===== src/hw/rtl/abpre_pkg.sv =====
// Shared types, constants and code builders for the byte pair rank encoder.
// No dependencies; used by every module of the block.
package abpre_pkg;

  localparam int unsigned LIST_ENTRIES_DEF = 4367;
  localparam int unsigned COUNT_BITS_DEF   = 16;
  localparam int unsigned PAIR_W           = 16;
  localparam int unsigned CODE_W           = 15;
  localparam int unsigned LEN_W            = 4;
  localparam logic [15:0] TERM_CODE        = 16'd4367;
  localparam logic [15:0] SHORT_LIMIT      = 16'd16;
  localparam logic [15:0] MID_LIMIT        = 16'd272;

  typedef enum logic [1:0] {
    OP_LOOKUP,
    OP_BUMP,
    OP_CLEAR
  } rank_op_e;

  typedef struct packed {
    logic              valid;
    rank_op_e          op;
    logic [PAIR_W-1:0] pair;
  } rank_cmd_t;

  typedef struct packed {
    logic        done;
    logic        hit;
    logic [15:0] rank;
  } rank_resp_t;

  typedef struct packed {
    logic [CODE_W-1:0] val;
    logic [LEN_W-1:0]  len;
  } code_t;

  typedef struct packed {
    logic  valid;
    code_t code;
    logic  term;
  } pack_push_t;

  function automatic code_t lit_code(input logic [7:0] b);
    code_t c;
    c.val = {7'd0, b};
    c.len = 4'd9;
    return c;
  endfunction

  function automatic code_t rank_code(input logic [15:0] r);
    code_t       c;
    logic [15:0] d;
    if (r < SHORT_LIMIT) begin
      c.val = {9'd0, 2'b10, r[3:0]};
      c.len = 4'd6;
    end else if (r < MID_LIMIT) begin
      d     = r - SHORT_LIMIT;
      c.val = {4'd0, 3'b110, d[7:0]};
      c.len = 4'd11;
    end else begin
      d     = r - MID_LIMIT;
      c.val = {3'b111, d[11:0]};
      c.len = 4'd15;
    end
    return c;
  endfunction

endpackage


===== src/hw/rtl/abpre_packer.sv =====
// Bit packer: collects variable length codes, sends bytes MSB first.
// Depends on abpre_pkg; drives the output register of the stream.
module abpre_packer (
  input  logic                 clk_i,
  input  logic                 rst_ni,
  input  abpre_pkg::pack_push_t push_i,
  output logic                 push_rdy_o,
  output logic                 m_valid_o,
  input  logic                 m_ready_i,
  output logic [7:0]           m_data_o,
  output logic                 m_last_o
);
  import abpre_pkg::*;

  localparam int unsigned ACC_W = 22;

  logic [ACC_W-1:0] acc_q;
  logic [4:0]       cnt_q;
  logic             term_q;
  logic             valid_q;
  logic [7:0]       data_q;
  logic             last_q;
  logic             slot_free;
  logic [ACC_W-1:0] shifted;

  assign push_rdy_o = (cnt_q < 5'd8) && !term_q;
  assign slot_free  = !valid_q || m_ready_i;
  assign shifted    = acc_q >> (cnt_q - 5'd8);

  always_ff @(posedge clk_i or negedge rst_ni) begin
    if (!rst_ni) begin
      acc_q   <= '0;
      cnt_q   <= '0;
      term_q  <= 1'b0;
      valid_q <= 1'b0;
      data_q  <= '0;
      last_q  <= 1'b0;
    end else begin
      if (push_i.valid && push_rdy_o) begin
        acc_q  <= (acc_q << push_i.code.len) | ACC_W'(push_i.code.val);
        cnt_q  <= cnt_q + 5'(push_i.code.len);
        term_q <= push_i.term;
        if (m_ready_i) begin
          valid_q <= 1'b0;
        end
      end else if (slot_free && cnt_q >= 5'd8) begin
        valid_q <= 1'b1;
        data_q  <= shifted[7:0];
        last_q  <= term_q && (cnt_q == 5'd8);
        cnt_q   <= cnt_q - 5'd8;
        if (cnt_q == 5'd8) begin
          term_q <= 1'b0;
        end
      end else if (slot_free && term_q) begin
        valid_q <= 1'b1;
        data_q  <= 8'(acc_q[7:0] << (4'd8 - cnt_q[3:0]));
        last_q  <= 1'b1;
        cnt_q   <= '0;
        term_q  <= 1'b0;
      end else if (m_ready_i) begin
        valid_q <= 1'b0;
      end
    end
  end

  assign m_valid_o = valid_q;
  assign m_data_o  = data_q;
  assign m_last_o  = last_q;

endmodule


===== config.mk =====
export PLATFORM = sky130hd
export DESIGN_NAME = abpre_packer
export DESIGN_NICKNAME = d
export VERILOG_FILES = /design/src/hw/rtl/abpre_pkg.sv /design/src/hw/rtl/abpre_packer.sv
export SDC_FILE = /design/constraint.sdc
export NUM_CORES = 1
export LEC_CHECK = 0
export BUFFER_PORTS_ARGS = -buffer_cell sky130_fd_sc_hd__buf_4
export CAP_MARGIN = 30
export CORE_UTILIZATION = 51
export DETAILED_ROUTE_END_ITERATION = 10
export GPL_ROUTABILITY_DRIVEN = 0
export PLACE_DENSITY = 0.8
export SLEW_MARGIN = 20
export SYNTH_ARGS = -nofsm -noshare
export SYNTH_HDL_FRONTEND = slang
export SYNTH_SLANG_ARGS = --single-unit
export TNS_END_PERCENT = 10

===== constraint.sdc =====
create_clock -name clk_i -period 3.2 [get_ports clk_i]
set_input_delay 0.48 -clock clk_i [delete_from_list [all_inputs] [get_ports clk_i]]
set_output_delay 0.48 -clock clk_i [all_outputs]
set_load 0.02 [all_outputs]

==> impl_metrics.env, run 1 <==
export IMPL_detailed_place_hpwl_mm=7.16
export IMPL_worstPathMaxFanout=17
export IMPL_path_buf_inv=1
export IMPL_post_cts_setup_buffer_count=0
export IMPL_drv_slew=0
export IMPL_synth_compound_area_share_pct=17.0
export IMPL_cp_slowest_cell="mux4_2"
export IMPL_track_usage_pct=27.8
export IMPL_grt_pass1_vias=3391
export IMPL_hold_viol_final=0
export IMPL_ir_drop_mv=0.479
export IMPL_wl_mm=10.2
export IMPL_powerDensity_mw_per_mm2=1110
export IMPL_skew_ps=7.88
export IMPL_yosysUniqueCellTypes=59
export IMPL_crit_path_start_kind="register"
export IMPL_synth_seq_cells=38
export IMPL_drc=0
export IMPL_drtIter0Drc=284
export IMPL_critPathKind="reg -> reg"
export IMPL_clockBufferDepth=2
export IMPL_synthCells=399
export IMPL_crit_top_cell="mux4_2"
export IMPL_cp_num_cells=5
export IMPL_reg2reg_depth=5
export IMPL_worstReg2RegEnd="m_data_o[5]"
export IMPL_wl_per_cell_um=20.0
export IMPL_grt_overflow=0
export IMPL_ant_nets=0
export IMPL_p_leak_nw=1.80
export IMPL_dieArea_mm2=0.00780
export IMPL_critPathLaunch="cnt_q[1]"
export IMPL_antenna_found_initial=0
export IMPL_nNetsFinal=441
export IMPL_clk_pin_slew_ps=90
export IMPL_seq_area_frac_synth_pct=25.0
export IMPL_worst_setup_path_end_kind="register"
export IMPL_crit_required_ps=3380
export IMPL_synthSimpleGateAreaFrac_pct=13.3
export IMPL_synth_cell_area_mm2=0.00380
export IMPL_cpPeakStageDelay_ps=550
export IMPL_tns_ps=0
export IMPL_cts_resized=0
export IMPL_numCtsBuffers=5
export IMPL_clkSinkCount=38
export IMPL_fillers=637
export IMPL_pin_count=35
export IMPL_hold_class="in -> async"
export IMPL_path_cells="buf_4 > mux4_2 > mux4_2 > a2111oi_1 > nor2_1"
export IMPL_critical_path_arrival_ps=2710
export IMPL_status="finished clean"
export IMPL_dr_pass1_iters=5
export IMPL_synthAdderAreaFrac_pct=2.83
export IMPL_cp_top_family="multiplexers"
export IMPL_areaGrowthSynthToFinish_pct=9.65
export IMPL_synthMuxAreaShare_pct=34.8
export IMPL_via_per_inst=6.66
export IMPL_max_cap_viol_count=0
export IMPL_synth_top_family_by_area="multiplexers"
export IMPL_rsz0062_at_grt="no"
export IMPL_r2r_setup_slack_ps=670
export IMPL_synth_edf_count=0
export IMPL_grt_pass1_wl_mm=16.7
export IMPL_insertion_delay_ps=300
export IMPL_clock_fmax_mhz=395
export IMPL_async_flop_share_pct=100
export IMPL_htreeDepth=2
export IMPL_core_area_mm2=0.00721
export IMPL_antenna_cells=0
export IMPL_grt_max_degree=44
export IMPL_start_util_pct=52.7
export IMPL_power_mw=4.61
export IMPL_rr_startpoint="cnt_q[1]"
export IMPL_fp_dieW_um=88.3
export IMPL_worstMarginPinSlew_ps=673
export IMPL_num_vias=3390
export IMPL_die_y_um=88.3
export IMPL_period_needed_ps=2530
export IMPL_io_buffers=34
export IMPL_postSynthAreaPerCell_um2=9.52
export IMPL_report_final_setup_viol=0
export IMPL_layout_drive_gt1_share_pct=22.7
export IMPL_hold_buffers=0
export IMPL_yosys_warnings=0
export IMPL_maxSlewHeadroom_pct=54.8
export IMPL_rows=31
export IMPL_synth_nets=431
export IMPL_cts_root_buffer="clkbuf_8"
export IMPL_synth_xor_area_share_pct=0.889
export IMPL_cts_tree="yes"
export IMPL_yosys_most_used_dff="dfrtp_1"
export IMPL_min_period_over_period_pct=79.2
==> layout by cell type, fill, tap and decap left out, types with 5 or more instances in the layout <==
cell,Yosys,routed
o21ai_0,21,21
inv_1,12,12
nor3_1,6,6
nor2_1,22,22
clkbuf_8,0,5
a31oi_1,7,7
mux4_1,5,5
buf_4,2,42
ha_1,7,7
mux4_2,26,26
dfrtp_1,38,38
mux2i_1,48,48
nand2b_1,5,5
nor2b_1,7,7
a21oi_1,23,23
mux2_2,11,11
nand2_1,51,51
o22ai_1,6,6
==> power breakdown <==
group          switching (mW)  internal [mW]  leakage (nW)  total (mW)
registers               0.460          0.714         0.459        1.17
clock network           0.194          0.230        0.0579       0.424
logic                    1.58           1.44          1.28        3.02
==> how the worst max path moves through the flow <==
stage / end / slack [ps]
after floorplan: m_data_o[6] / 950
after global placement: cnt_q[4] / 790
after detailed placement: cnt_q[4] / 720
after CTS: m_data_o[5] / 750
after global routing: m_data_o[5] / 540
final: m_data_o[5] / 670
==> cell families after synthesis <==
logic type | after synthesis
AND/OR/NAND/NOR | 110
AO/OA/AOI/OAI | 97
multiplexers | 90
buffers and inverters | 53
flip-flops | 38
adder cells (fa/ha/maj) | 8
XOR/XNOR | 3
==> flip-flops by register name, summed over array words and instances, names as in the netlist <==
register / flops
acc_q: 22
cnt_q: 5
m_valid_o: 1
m_data_o: 8
term_q: 1
m_last_o: 1
==> routing by layer <==
metal  wire length [um]  global-route usage (%)  vias up
met5                  0                       0        -
met2               4960                    44.7      206
met4                428                    16.4        0
li1                   -                       -     1526
met1               4060                    36.2     1614
met3                729                    3.54       44
==> final cells by class <==
type	count	area, um2	area share [%]
clock buffer	5	68.8	1.65
clock inverter	3	40.0	0.961
inverter	14	52.6	1.26
multi-input combinational	308	2610	62.8
sequential	38	951	22.8
tap	99	124	2.97
timing repair buffer	42	315	7.57
==> per-stage QoR <==
stage          hold WS [ps]  instance area (um2)  util (%)  instances  worst slack, ps
4_1_cts                 154                 4170      57.7        509              754
3_5_place_dp            482                 4060      56.2        501              718
2_1_floorplan           184                 3800         -        399              953
6_report                132                 4170      57.7        509              666
5_1_grt                 177                 4170      57.7        509              544
3_3_place_gp            476                 4060      56.2        501              788
==> Yosys cell counts (6+ instances only) <==
master    instances  area share (%)
a21oi_1          23             3.0
a31oi_1           7             1.2
buf_2            10             1.3
clkbuf_1         23             2.3
dfrtp_1          38              25
ha_1              7             2.3
inv_1            12             1.2
mux2_2           11             3.3
mux2i_1          48              13
mux4_2           26              15
nand2_1          51             5.0
nor2_1           22             2.2
nor2b_1           7             1.2
nor3_1            6            0.79
o21ai_0          21             2.8
o22ai_1           6            0.99
(Power assumes the default switching activity.)
==> run 2, diff against run 1 <==
--- a/config.mk
+++ b/config.mk
@@ -10,7 +10,7 @@
 export CORE_UTILIZATION = 51
 export DETAILED_ROUTE_END_ITERATION = 10
 export GPL_ROUTABILITY_DRIVEN = 0
-export PLACE_DENSITY = 0.8
+export PLACE_DENSITY = 0.83
 export SLEW_MARGIN = 20
 export SYNTH_ARGS = -nofsm -noshare
 export SYNTH_HDL_FRONTEND = slang
==> constraint.sdc (replaced) <==
create_clock -name clk_i -period 2.3 [get_ports clk_i]
set_input_delay 0.345 -clock clk_i [delete_from_list [all_inputs] [get_ports clk_i]]
set_output_delay 0.345 -clock clk_i [all_outputs]
set_load 0.02 [all_outputs]
==> impl_metrics.env, run 2 (synthesized netlist as in run 1, its figures left out) <==
export IMPL_status="finished with violations"
export IMPL_violations="negative hold slack"
export IMPL_hold_slack_ps=-6.11
export IMPL_rows=31
export IMPL_powerDensity_mw_per_mm2=1550
export IMPL_grt_pass1_vias=3350
export IMPL_cts_root_buffer="clkbuf_8"
export IMPL_drtIter0Drc=328
export IMPL_dieArea_mm2=0.00780
export IMPL_numCtsBuffers=5
export IMPL_drv_slew=0
export IMPL_ant_nets=0
export IMPL_hold_viol_final=6
export IMPL_max_cap_viol_count=0
export IMPL_worstMarginPinSlew_ps=565
export IMPL_wl_mm=10.6
export IMPL_grt_pass1_wl_mm=17.0
export IMPL_ir_drop_mv=0.554
export IMPL_rsz0062_at_grt="no"
export IMPL_core_area_mm2=0.00721
export IMPL_nNetsFinal=464
export IMPL_start_util_pct=52.7
export IMPL_p_leak_nw=1.92
export IMPL_skew_ps=11.3
export IMPL_htreeDepth=2
export IMPL_hold_buffers=0
export IMPL_grt_max_degree=44
export IMPL_min_period_over_period_pct=95.6
export IMPL_wl_met2_mm=5.16
export IMPL_post_route_util_pct=60.9
export IMPL_layout_drive_gt1_share_pct=27.3
export IMPL_io_buffers=34
export IMPL_worst_setup_path_end_kind="register"
export IMPL_tns_ps=0
export IMPL_regMostFlops="acc_q"
export IMPL_fp_dieW_um=88.3
export IMPL_top_layer_used="met4"
export IMPL_antenna_found_initial=0
export IMPL_post_cts_setup_buffer_count=0
export IMPL_insertion_delay_ps=310
export IMPL_final_common_cell="buf_4"
export IMPL_period_needed_ps=2200
export IMPL_areaGrowthSynthToFinish_pct=15.7
export IMPL_wl_per_cell_um=19.9
export IMPL_pin_count=35
export IMPL_die_y_um=88.3
export IMPL_largest_reg_flops=22
export IMPL_track_usage_pct=28.9
export IMPL_antenna_cells=0
export IMPL_dr_pass1_iters=5
export IMPL_cts_resized=0
export IMPL_worstPathMaxFanout=33
export IMPL_cts_tree="yes"
export IMPL_path_cells="buf_12 > mux4_1 > mux4_2 > nand3_1 > o311ai_1"
export IMPL_via_per_inst=6.65
export IMPL_hold_class="in -> async"
export IMPL_wl_met1_mm=4.17
export IMPL_crit_required_ps=2470
export IMPL_clock_fmax_mhz=455
export IMPL_drc=0
export IMPL_detailed_place_hpwl_mm=7.70
export IMPL_report_final_setup_viol=0
export IMPL_critPathKind="reg -> reg"
export IMPL_clockBufferDepth=2
export IMPL_critical_path_arrival_ps=2370
export IMPL_maxSlewHeadroom_pct=61.4
export IMPL_clk_pin_slew_ps=80
export IMPL_crit_path_start_kind="register"
export IMPL_power_mw=6.79
export IMPL_final_cell_mix="buf_4 (61), nand2_1 (51), mux2i_1 (47)"
export IMPL_wl_met3_um=988
export IMPL_cp_slowest_cell="mux4_1"
export IMPL_clkSinkCount=38
export IMPL_num_vias=3537
export IMPL_grt_overflow=0
export IMPL_cpPeakStageDelay_ps=620
export IMPL_r2r_setup_slack_ps=100
[run 2: cell count changes in the layout (fill, tap and decap cells not counted), sizes merged]
cell and change:
clkinv -2, buf +23, bufinv -1, clkbuf +3
[run 2: through the flow]
stage | cells | instance area (um2) | hold slack [ps] | setup slack (ps)
CTS | 532 | 4390 | 19.2 | 89.5
detailed placement | 524 | 4280 | 348 | 124
floorplan | 399 | 3800 | 49.4 | 53.1
global route | 532 | 4390 | 34.3 | 32.0
finish | 532 | 4390 | -6.11 | 101
global placement | 524 | 4280 | 344 | 190
[run 2: path summary, 6_finish.rpt]
path | startpoint | end | cells past startpoint
min in group clk_i | push_i[0] | term_q | 2
min reg2reg | m_data_o[6] | m_data_o[6] | 2
min | rst_ni | m_valid_o | 1
max reg2reg | cnt_q[0] | m_data_o[6] | 5
max | cnt_q[0] | m_data_o[6] | 5
max in group asynchronous | rst_ni | cnt_q[1] | 1
[run 2: layout make-up]
class / instances / area, um2
multi-input combinational: 308 / 2620
clock buffer: 8 / 110
tap: 99 / 124
inverter: 14 / 52.6
sequential: 38 / 952
timing repair buffer: 65 / 538
fill: 604 / 2820
[run 2: per-layer routing]
layer  GRT usage, %  up-vias
met3           7.37       40
met2           48.1      224
met1           36.7     1701
li1               -     1572
met5              0        -
met4           9.53        0
[run 2: power by group]
group	leakage [nW]	total, mW	switching, mW	internal, mW
combinational	1.41	4.75	2.47	2.28
sequential	0.458	1.47	0.476	0.999
clock	0.0575	0.566	0.262	0.303
total	1.92	6.79	3.21	3.58
[run 2: worst max-delay path, delay by kind of cell, from the launching register on]
family | cells | cell delay [ps]
flip-flops | 1 | 480
AO/OA/AOI/OAI | 1 | 100
multiplexers | 2 | 1130
AND/OR/NAND/NOR | 1 | 120
buffers and inverters | 1 | 240
==> run 3, diff against run 2 <==
--- a/config.mk
+++ b/config.mk
@@ -10,6 +10,7 @@
 export CORE_UTILIZATION = 51
 export DETAILED_ROUTE_END_ITERATION = 10
 export GPL_ROUTABILITY_DRIVEN = 0
+export MAX_ROUTING_LAYER = met4
 export PLACE_DENSITY = 0.83
 export SLEW_MARGIN = 20
 export SYNTH_ARGS = -nofsm -noshare
==> impl_metrics.env, run 3 (synthesized netlist as in run 1, its figures left out) <==
export IMPL_grt_overflow=0
export IMPL_max_cap_viol_count=0
export IMPL_setup_slack_ps=104
export IMPL_clockBufferDepth=2
export IMPL_drv_slew=0
export IMPL_post_cts_setup_buffer_count=0
export IMPL_report_final_setup_viol=0
export IMPL_worstPathMaxFanout=33
export IMPL_powerDensity_mw_per_mm2=1550
export IMPL_period_needed_ps=2200
export IMPL_cts_root_buffer="clkbuf_8"
export IMPL_p_leak_nw=1.93
export IMPL_tns_ps=0
export IMPL_clkPwrFrac_pct=8.4
export IMPL_dp_cells=524
export IMPL_die_y_um=88.3
export IMPL_critPathKind="reg -> reg"
export IMPL_power_switching_mw=3.21
export IMPL_crit_required_ps=2480
export IMPL_worst_setup_path_end_kind="register"
export IMPL_antenna_found_initial=0
export IMPL_detailed_place_hpwl_mm=7.70
export IMPL_grt_max_degree=44
export IMPL_final_common_cell="buf_4"
export IMPL_nNetsFinal=464
export IMPL_cpPeakStageDelay_ps=620
export IMPL_layout_drive_gt1_share_pct=27.0
export IMPL_final_cell_mix="buf_4 (61), nand2_1 (51), mux2i_1 (48)"
export IMPL_hold_class="in -> async"
export IMPL_pre_cts_ws_ps=124
export IMPL_cts_tree="yes"
export IMPL_power_share_combinational_pct=69.9
export IMPL_largest_reg_flops=22
export IMPL_ir_drop_mv=0.549
export IMPL_antenna_cells=0
export IMPL_drtIter0Drc=383
export IMPL_skew_ps=10.3
export IMPL_track_usage_pct=29.8
export IMPL_drc=0
export IMPL_insertion_delay_ps=310
export IMPL_core_area_mm2=0.00721
export IMPL_fin_cells=532
export IMPL_cp_slowest_cell="mux4_1"
export IMPL_cp_top_family="multiplexers"
export IMPL_path_buf_inv=1
export IMPL_dieArea_mm2=0.00780
export IMPL_hold_viol_final=6
export IMPL_num_vias=3565
export IMPL_violations="negative hold slack"
export IMPL_worstMarginPinSlew_ps=595
export IMPL_fp_dieW_um=88.3
export IMPL_swShare_pct=47.3
export IMPL_rows=31
export IMPL_grt_pass1_wl_mm=17.0
export IMPL_rsz0062_at_grt="no"
export IMPL_wl_per_cell_um=19.9
export IMPL_io_buffers=34
export IMPL_min_period_over_period_pct=95.5
export IMPL_path_cells="buf_12 > mux4_1 > mux4_2 > nand3_1 > o311ai_1"
export IMPL_wl_mm=10.6
export IMPL_dr_pass1_iters=6
export IMPL_ant_nets=0
export IMPL_grt_pass1_vias=3345
export IMPL_start_util_pct=52.7
export IMPL_via_per_inst=6.70
export IMPL_clk_pin_slew_ps=80
export IMPL_critical_path_arrival_ps=2370
export IMPL_htreeDepth=2
export IMPL_areaGrowthSynthToFinish_pct=15.6
export IMPL_clkSinkCount=38
export IMPL_p_int_mw=3.58
export IMPL_maxSlewHeadroom_pct=59.3
export IMPL_power_frac_seq_pct=21.7
export IMPL_hold_slack_ps=-6.78
export IMPL_post_route_util_pct=60.9
export IMPL_clock_fmax_mhz=455
export IMPL_regMostFlops="acc_q"
export IMPL_numCtsBuffers=5
export IMPL_pin_count=35
export IMPL_crit_path_start_kind="register"
export IMPL_status="finished with violations"
run 3: final cells by class:
| type | instances | area, um2 |
|---|---|---|
| Fill cell | 604 | 2820 |
| Clock buffer | 8 | 110 |
| Timing Repair Buffer | 65 | 538 |
| Tap cell | 99 | 124 |
| Inverter | 14 | 52.6 |
| Sequential cell | 38 | 952 |
| Multi-Input combinational cell | 308 | 2610 |
run 3: stage by stage:
step                      cell area (um2)  hold slack, ps  power [mW]
after floorplan                      3800            49.4        4.67
after global placement               4280             344        5.91
after detailed placement             4280             348        6.08
after CTS                            4390            19.2        6.68
after global routing                 4390            37.2        7.20
final                                4390           -6.78        6.78
run 3: timing repair:
action / CTS / global route
hold buffers: 0 / 0
resized for setup: 0 / 2
endpoints found under the setup margin: 0 / 4
run 3: power by group through the flow:
stage / Combinational, mW / Clock [mW] / Sequential [mW]
after floorplan: 3.32 / 0 / 1.35
after global placement: 4.48 / 0 / 1.43
after detailed placement: 4.61 / 0 / 1.47
after CTS: 4.65 / 0.573 / 1.46
after global routing: 5.09 / 0.596 / 1.51
final: 4.74 / 0.567 / 1.47
run 3: metal layers:
layer	up-vias	part of all wire, %	GRT usage [%]
met3	55	9.4	7.56
li1	1580	-	-
met4	0	3.7	9.38
met2	247	48	48.1
met1	1683	39	36.7
met5	-	0	-
run 3: worst paths after layout:
path	from	to	slack [ps]	depth (start not counted)
worst max-delay path	cnt_q[0]	m_data_o[6]	100	5
worst min-delay path	rst_ni	m_valid_o	-7	1
worst max register to register	cnt_q[0]	m_data_o[6]	100	5
worst min register to register	m_data_o[6]	m_data_o[6]	530	2
max in group asynchronous	rst_ni	cnt_q[1]	1940	1
min in group clk_i	push_i[0]	term_q	260	2
run 3: worst reg2reg max path: stages (launching register included):
cell and delay, ps:
dfrtp_1 480, buf_12 240, mux4_1 630, mux4_2 510
nand3_1 120, o311ai_1 100
